<file path="src/ddrc_pkg.sv">
// shared types, constants and helper functions of the decimal digit range counter
// used by every module of the block; depends on nothing else

package ddrc_pkg;

  localparam int unsigned BOUND_W    = 30;
  localparam int unsigned OCC_W      = 30;
  // a 30-bit value has at most ten decimal positions
  localparam int unsigned NUM_POS    = 10;
  localparam int unsigned BCD_W      = 4 * NUM_POS;
  localparam int unsigned NUM_DIGITS = 10;
  // one position term, never above bound + 1
  localparam int unsigned TERM_W     = BOUND_W + 1;
  // running difference of two counts, each below ten times the bound
  localparam int unsigned ACC_W      = BOUND_W + 5;
  localparam int unsigned CNT_W      = $clog2(BOUND_W);

  localparam logic [3:0]       LAST_DIGIT = 4'd9;
  localparam logic [OCC_W-1:0] OCC_MAX    = '1;

  typedef logic [BOUND_W-1:0] bound_t;
  typedef logic [3:0]         bcd_digit_t;

  typedef struct packed {
    logic [BOUND_W-1:0] bound_first;
    logic [BOUND_W-1:0] bound_second;
  } in_t;

  typedef struct packed {
    logic [3:0]       digit;
    logic [OCC_W-1:0] occurrences;
    logic             last;
  } out_t;

  // view of one number at the decimal position under work
  typedef struct packed {
    bcd_digit_t cur;
    bound_t     ap;     // value above the position, times the position weight
    bound_t     below;  // value below the position
    bound_t     p;      // position weight
  } pos_t;

  typedef struct packed {
    logic       load;
    logic       conv;
    logic       walk;
    logic [3:0] pos;
  } unit_ctrl_t;

  typedef struct packed {
    logic clear;
    logic step;
  } lane_ctrl_t;

  function automatic bound_t pow10(logic [3:0] idx);
    bound_t r;
    unique case (idx)
      4'd0:    r = BOUND_W'(1);
      4'd1:    r = BOUND_W'(10);
      4'd2:    r = BOUND_W'(100);
      4'd3:    r = BOUND_W'(1000);
      4'd4:    r = BOUND_W'(10000);
      4'd5:    r = BOUND_W'(100000);
      4'd6:    r = BOUND_W'(1000000);
      4'd7:    r = BOUND_W'(10000000);
      4'd8:    r = BOUND_W'(100000000);
      4'd9:    r = BOUND_W'(1000000000);
      default: r = '0;
    endcase
    return r;
  endfunction

  // largest value with the given number of decimal digits
  function automatic logic [63:0] bound_lim(int unsigned digits);
    logic [63:0] p;
    p = 64'd1;
    for (int k = 0; k < 19; k++) begin
      if (k < digits) p = p * 64'd10;
    end
    return p - 64'd1;
  endfunction

endpackage

</file>
<file path="src/ddrc_num_unit.sv">
// one number: bit-serial binary to bcd conversion, then a walk over its decimal
// positions from the top, one digit per cycle; depends on ddrc_pkg

module ddrc_num_unit (
  input  logic                clk_i,
  input  ddrc_pkg::unit_ctrl_t ctrl_i,
  input  ddrc_pkg::bound_t    value_i,
  output ddrc_pkg::pos_t      pos_o
);
  import ddrc_pkg::*;

  bound_t           bin_q;
  logic [BCD_W-1:0] bcd_q;
  bound_t           ap_q;
  bound_t           rem_q;

  logic [BCD_W-1:0]   bcd_adj;
  bcd_digit_t         cur;
  bound_t             p_cur;
  bound_t             p_next;
  logic [BOUND_W+3:0] prod_cur;
  logic [BOUND_W+3:0] prod_next;
  bound_t             below;

  // add three to every digit of five or more before the shift
  always_comb begin
    for (int i = 0; i < NUM_POS; i++) begin
      bcd_adj[4*i +: 4] = (bcd_q[4*i +: 4] >= 4'd5) ? bcd_q[4*i +: 4] + 4'd3
                                                     : bcd_q[4*i +: 4];
    end
  end

  assign cur       = bcd_q[BCD_W-1 -: 4];
  assign p_cur     = pow10(ctrl_i.pos);
  assign p_next    = (ctrl_i.pos == 4'd0) ? '0 : pow10(ctrl_i.pos - 4'd1);
  // both products never exceed the number itself
  assign prod_cur  = {{BOUND_W{1'b0}}, cur} * {4'b0, p_cur};
  assign prod_next = {{BOUND_W{1'b0}}, cur} * {4'b0, p_next};
  assign below     = rem_q - prod_cur[BOUND_W-1:0];

  always_ff @(posedge clk_i) begin
    if (ctrl_i.load) begin
      bin_q <= value_i;
      bcd_q <= '0;
      ap_q  <= '0;
      rem_q <= value_i;
    end else if (ctrl_i.conv) begin
      bcd_q <= {bcd_adj[BCD_W-2:0], bin_q[BOUND_W-1]};
      bin_q <= {bin_q[BOUND_W-2:0], 1'b0};
    end else if (ctrl_i.walk) begin
      bcd_q <= {bcd_q[BCD_W-5:0], 4'b0};
      rem_q <= below;
      ap_q  <= ap_q + prod_next[BOUND_W-1:0];
    end
  end

  assign pos_o = '{cur: cur, ap: ap_q, below: below, p: p_cur};

endmodule

</file>
<file path="src/ddrc_digit_lanes.sv">
// ten digit lanes: each adds the position term of the high bound and takes off
// that of the low bound less one; depends on ddrc_pkg

module ddrc_digit_lanes (
  input  logic                  clk_i,
  input  ddrc_pkg::lane_ctrl_t  ctrl_i,
  input  ddrc_pkg::pos_t        pos_hi_i,
  input  ddrc_pkg::pos_t        pos_lo_i,
  input  logic [3:0]            rd_idx_i,
  output logic [ddrc_pkg::OCC_W-1:0] occ_o
);
  import ddrc_pkg::*;

  logic [ACC_W-1:0] acc_q [NUM_DIGITS];
  logic [ACC_W-1:0] sel;

  function automatic logic [TERM_W-1:0] term(pos_t x, logic [3:0] d);
    logic [TERM_W-1:0] ap;
    logic [TERM_W-1:0] p;
    logic [TERM_W-1:0] below;
    logic [TERM_W-1:0] r;
    ap    = {1'b0, x.ap};
    p     = {1'b0, x.p};
    below = {1'b0, x.below};
    if (d == 4'd0) begin
      // zero counts only below a nonzero leading part
      if (x.ap == '0) r = '0;
      else if (x.cur != 4'd0) r = ap;
      else r = ap - p + below + TERM_W'(1);
    end else begin
      if (x.cur > d) r = ap + p;
      else if (x.cur == d) r = ap + below + TERM_W'(1);
      else r = ap;
    end
    return r;
  endfunction

  for (genvar g = 0; g < NUM_DIGITS; g++) begin : g_lane
    localparam logic [3:0] D = 4'(g);
    always_ff @(posedge clk_i) begin
      if (ctrl_i.clear) begin
        acc_q[g] <= '0;
      end else if (ctrl_i.step) begin
        acc_q[g] <= acc_q[g] + ACC_W'(term(pos_hi_i, D)) - ACC_W'(term(pos_lo_i, D));
      end
    end
  end

  assign sel   = acc_q[rd_idx_i];
  assign occ_o = (sel > ACC_W'(OCC_MAX)) ? OCC_MAX : sel[OCC_W-1:0];

endmodule

</file>
<file path="src/decimal_digit_range_counter.sv">
// top level of the decimal digit range counter: control, bound ordering, output register
// depends on ddrc_pkg, ddrc_num_unit and ddrc_digit_lanes
//
//   channel  handshake               payload      per transaction
//   in       in_valid_i/in_stall_o   in_data_i    two bounds, either order
//   out      out_valid_o/out_stall_i out_data_o   one digit count, ten per input
//
// without an output stall an input goes through accept, ordering, bit-serial binary to
// bcd conversion, one step per decimal position and one result per digit;
// the conversion, one binary bit per cycle, is the longest of these steps
// reset clears only the control state and the output valid flag; there is no clearing pass
// an output stall holds the result sequence; the next input is taken as soon as
// the last result of the previous one sits in the output register

module decimal_digit_range_counter #(
  parameter int unsigned DECIMAL_DIGITS = 9
) (
  input  logic          clk_i,
  input  logic          rst_ni,
  input  logic          in_valid_i,
  output logic          in_stall_o,
  input  ddrc_pkg::in_t  in_data_i,
  output logic          out_valid_o,
  input  logic          out_stall_i,
  output ddrc_pkg::out_t out_data_o
);
  import ddrc_pkg::*;

  localparam logic [63:0] BoundLim = bound_lim(DECIMAL_DIGITS);

  typedef enum logic [4:0] {
    S_IDLE  = 5'b00001,
    S_ORDER = 5'b00010,
    S_CONV  = 5'b00100,
    S_WALK  = 5'b01000,
    S_EMIT  = 5'b10000
  } state_e;

  state_e           state_q, state_d;
  logic [CNT_W-1:0] cnt_q, cnt_d;
  bound_t           a_q, b_q;
  out_t             out_q;
  logic             out_valid_q, out_valid_d;

  logic       in_accept;
  logic       out_load;
  logic       a_lt_b;
  bound_t     hi, lo_m1;
  unit_ctrl_t unit_ctrl;
  lane_ctrl_t lane_ctrl;
  pos_t       pos_hi, pos_lo;
  logic [OCC_W-1:0] occ;

  // zero goes to one, anything past the largest allowed value is clamped
  function automatic bound_t fix_bound(bound_t v);
    bound_t r;
    if (v == '0) r = BOUND_W'(1);
    else if ({{(64-BOUND_W){1'b0}}, v} > BoundLim) r = BoundLim[BOUND_W-1:0];
    else r = v;
    return r;
  endfunction

  assign in_stall_o = (state_q != S_IDLE);
  assign in_accept  = in_valid_i && (state_q == S_IDLE);

  // ordering happens in the cycle after the transaction, on registered bounds
  assign a_lt_b = (a_q < b_q);
  assign hi     = a_lt_b ? b_q : a_q;
  assign lo_m1  = (a_lt_b ? a_q : b_q) - BOUND_W'(1);

  // one result leaves the lanes whenever the output register is free
  assign out_load = (state_q == S_EMIT) && (!out_valid_q || !out_stall_i);

  assign unit_ctrl = '{load: (state_q == S_ORDER), conv: (state_q == S_CONV),
                       walk: (state_q == S_WALK), pos: cnt_q[3:0]};
  assign lane_ctrl = '{clear: (state_q == S_ORDER), step: (state_q == S_WALK)};

  ddrc_num_unit u_hi (
    .clk_i   (clk_i),
    .ctrl_i  (unit_ctrl),
    .value_i (hi),
    .pos_o   (pos_hi)
  );

  ddrc_num_unit u_lo (
    .clk_i   (clk_i),
    .ctrl_i  (unit_ctrl),
    .value_i (lo_m1),
    .pos_o   (pos_lo)
  );

  ddrc_digit_lanes u_lanes (
    .clk_i    (clk_i),
    .ctrl_i   (lane_ctrl),
    .pos_hi_i (pos_hi),
    .pos_lo_i (pos_lo),
    .rd_idx_i (cnt_q[3:0]),
    .occ_o    (occ)
  );

  // sequencer: conversion counts bits up, walk counts positions down,
  // emission counts digits up
  always_comb begin
    state_d = state_q;
    cnt_d   = cnt_q;
    unique case (state_q)
      S_IDLE: begin
        if (in_accept) state_d = S_ORDER;
      end
      S_ORDER: begin
        state_d = S_CONV;
        cnt_d   = '0;
      end
      S_CONV: begin
        if (cnt_q == CNT_W'(BOUND_W - 1)) begin
          state_d = S_WALK;
          cnt_d   = CNT_W'(NUM_POS - 1);
        end else begin
          cnt_d = cnt_q + CNT_W'(1);
        end
      end
      S_WALK: begin
        if (cnt_q == '0) begin
          state_d = S_EMIT;
        end else begin
          cnt_d = cnt_q - CNT_W'(1);
        end
      end
      S_EMIT: begin
        if (out_load) begin
          if (cnt_q[3:0] == LAST_DIGIT) begin
            state_d = S_IDLE;
            cnt_d   = '0;
          end else begin
            cnt_d = cnt_q + CNT_W'(1);
          end
        end
      end
      default: begin
        state_d = S_IDLE;
        cnt_d   = '0;
      end
    endcase
  end

  always_comb begin
    if (out_load) out_valid_d = 1'b1;
    else if (!out_stall_i) out_valid_d = 1'b0;
    else out_valid_d = out_valid_q;
  end

  always_ff @(posedge clk_i or negedge rst_ni) begin
    if (!rst_ni) begin
      state_q     <= S_IDLE;
      cnt_q       <= '0;
      out_valid_q <= 1'b0;
    end else begin
      state_q     <= state_d;
      cnt_q       <= cnt_d;
      out_valid_q <= out_valid_d;
    end
  end

  always_ff @(posedge clk_i) begin
    if (in_accept) begin
      a_q <= fix_bound(in_data_i.bound_first);
      b_q <= fix_bound(in_data_i.bound_second);
    end
    if (out_load) begin
      out_q <= '{digit: cnt_q[3:0], occurrences: occ, last: (cnt_q[3:0] == LAST_DIGIT)};
    end
  end

  assign out_valid_o = out_valid_q;
  assign out_data_o  = out_q;

endmodule

</file>
<file path="config.mk">
export PLATFORM = sky130hd
export DESIGN_NAME = decimal_digit_range_counter
export DESIGN_NICKNAME = d
export VERILOG_FILES = /design/src/ddrc_pkg.sv /design/src/ddrc_num_unit.sv /design/src/ddrc_digit_lanes.sv /design/src/decimal_digit_range_counter.sv
export SDC_FILE = /design/constraint.sdc
export NUM_CORES = 2
export LEC_CHECK = 0
export BUFFER_PORTS_ARGS = -buffer_cell sky130_fd_sc_hd__buf_2
export CAP_MARGIN = 5
export CORE_MARGIN = 10
export CORE_UTILIZATION = 25
export CTS_CLUSTER_SIZE = 25
export DETAILED_ROUTE_END_ITERATION = 8
export GPL_ROUTABILITY_DRIVEN = 0
export PLACE_DENSITY_LB_ADDON = 0.15
export SLEW_MARGIN = 0
export SYNTH_ARGS = -nofsm -noshare
export SYNTH_HDL_FRONTEND = slang
export SYNTH_SLANG_ARGS = --single-unit
export TNS_END_PERCENT = 50
</file>
<file path="constraint.sdc">
create_clock -name clk_i -period 17.75 [get_ports clk_i]
set_input_delay 1.775 -clock clk_i [delete_from_list [all_inputs] [get_ports clk_i]]
set_output_delay 1.775 -clock clk_i [all_outputs]
set_load 0.02 [all_outputs]
</file>
==> results.toml <==
[min_path]
hp-class = "register to register"

[finish]
area_delta_synth_final_pct = 11.7
drive_above_1_share = 0.0702
stdcell_area_mm2 = 0.108
post-route-util = 0.281
nets = 13500

[synth]
synth_edf_count = 565
syn_inst = 12000
yosys_warnings = 0
netlist_area_mm2 = 0.0964
synth_cell_type_count = 110
ys_seq_elements = 716
syn_nets = 13500
async_reset_ff_frac = 0.0154
ys_seq_area_frac = 0.208
synth_area_leaders = "edfxtp_1 (18%), fa_1 (14%), ha_1 (9.8%)"
yosys.area.top_type = "edfxtp_1"
ys.flop_type = "edfxtp_1"
yosys.area.top_type_share = 0.176
syn_avg_cell_area_um2 = 8.05

[drt]
remaining_drc_errors = 0
drtPass1Iterations = 6
totalWireLength_mm = 451
routed_via_density = 5.22
drt_iter0_drc = 9514
antenna_left = 0
vias = 89300
drt-wirelength-per-cell_um = 26.4

[sta]
drv_slew = 0
slew-limit-headroom = 0.0774
hold_viol_final = 0
rsz0062_at_grt = "no"
skew_ns = 0.0668
fmax_ghz = 0.0715
worst_pin_slew_ns = 1.37
finalCritPeriodShare = 0.788
setup_violations = 0
fin_tns_setup_ns = 0
fin_crit_ns = 13.99
worst_slack_ns = 3.76

[floorplan]
die_x_um = 641
pin_count = 101
initial_core_util = 0.252
die_area_mm2 = 0.411
design.core.area_mm2 = 0.383
rows = 227
die_y_um = 641

[global_routing]
grt_usage = 0.211
grt_pass1_vias = 82000
grt_pass1_wl_mm = 632
grt_overflow = 0
antenna_found_initial = 17
grt_max_degree = 112

[worst_setup_path]
cp.required_ns = 18.36
cp_max_fo = 19
path_delay_family = "compound AO/OA/AOI/OAI gates"
path_buf_inv = 10
crit_path_top_delay_cell = "a2111oi_2"
start_kind = "register"
critPathKind = "register to register"
end_kind = "register"
cpPeakStageDelay_ns = 0.88
critPathArrivalTime_ns = 14.59
path_common_cell = "o21ai_0"

[clock_tree]
clockBufferDepth = 4
h-tree-depth = 3
cts_resized = 0
cts_buffers = 112
clock_latency_ns = 0.90
tritoncts = "yes"
cts_hold_buf = 0
root_buffer = "clkbuf_16"
cts_post_setup_buffers_inserted = 0
clock_sinks = 716
clk_pin_slew_ns = 0.06

[place]
dpl-instance-area_mm2 = 0.104
io_buffers = 100
post-place-ws_ns = 4.15
hpwl_mm = 361

[run]
drv_cap = 0

[outcome]
status = "complete, no violations"
-- cells in the mapped netlist (192+ instances only) --
cell type and n:
inv_1 1788, nand2_1 1151, nor2_1 1036, a21oi_1 1008, ha_1 754, fa_1 694, o21ai_0 666, edfxtp_1 565
clkbuf_1 494, xnor2_1 348, a21o_1 306, nor3_1 253, xor2_1 253, a211oi_1 192
-- state kept, by name (all words and copies together), names as in the netlist, 35 cells and up --
name	count
out_data_o	35
u_hi.bcd_q	40
u_lanes.acc_q	350
u_lo.bcd_q	40
-- worst register-to-register path, delay by kind of cell, from the launching register on --
kind / cells / cell delay [ns]
buffers and inverters: 10 / 1.92
and+or+nand+nor: 5 / 1.08
AOI/OAI and AO/OA: 18 / 5.37
adders and majority gates: 9 / 3.84
muxes: 1 / 0.13
xor gates and xnor gates: 2 / 0.82
DFF: 1 / 0.53
-- worst paths after layout --
| path | startpoint | to | slack [ns] | cells after the start |
|---|---|---|---|---|
| setup / recovery | cnt_q[1] | u_lanes.acc_q[0][34] | 3.76 | 45 |
| hold / removal | u_hi.bcd_q[3] | u_hi.bcd_q[7] | 0.51 | 2 |
| setup reg to reg | cnt_q[1] | u_lanes.acc_q[0][34] | 3.76 | 45 |
| hold reg to reg | u_hi.bcd_q[3] | u_hi.bcd_q[7] | 0.51 | 2 |
| max in group asynchronous | rst_ni | cnt_q[1] | 16.56 | 1 |
| min in group asynchronous | rst_ni | cnt_q[3] | 0.83 | 1 |
-- final cells by class --
class	instances	area (um^2)
antenna	11	27.5
clock buffer	132	2910
clock inverter	69	769
fill	41900	275000
inverter	1796	6750
multi-input combinational	8907	67800
sequential	716	20100
tap	5038	6300
timing repair buffer	429	3030
-- layer usage --
metal	part of all wire	global-route usage	vias up	wire (um)
li1	-	-	41300	-
met1	0.47	0.314	43800	213000
met2	0.41	0.307	3585	186000
met3	0.076	0.0319	599	34100
met4	0.040	0.0728	4	17900
met5	0.000062	0	-	28
-- logic make-up (layout without fill, tap and decap cells) --
family / Yosys count / count (layout) / synth area share
AO/OA/AOI/OAI: 3311 / 3311 / 0.220
XOR/XNOR: 602 / 602 / 0.0548
buffers and inverters: 2348 / 2426 / 0.0915
multiplexers: 147 / 147 / 0.0231
adder cells (fa/ha/maj): 1448 / 1448 / 0.242
flip-flops: 716 / 716 / 0.208
other: 0 / 11 / 0
AND/OR/NAND/NOR: 3399 / 3399 / 0.161
-- cell usage in the layout, fill, tap and decap left out, types with 100 or more instances in the layout --
cell type	instances
a211oi_1	191
a21o_1	306
a21oi_1	1000
a31oi_1	102
and2_1	133
buf_2	100
buf_4	324
clkbuf_16	113
dfxtp_1	132
edfxtp_1	565
fa_1	694
ha_1	752
inv_1	1783
nand2_1	1148
nand2b_1	146
nand3_1	159
nor2_1	1020
nor3_1	246
o211ai_1	141
o21a_1	101
o21ai_0	663
o22ai_1	125
xnor2_1	348
xor2_1	253
-- stage by stage --
step | cells | hold WS, ns
CTS | 17100 | 0.516
global route | 17100 | 0.539
detailed placement | 16900 | 0.504
global placement | 16900 | 0.500
floorplan | 12000 | 0.420
finish | 17100 | 0.510
Power is left out: the tool's default activity adds up to more than one toggle a clock period on the data nets, which glitch-free logic cannot reach.
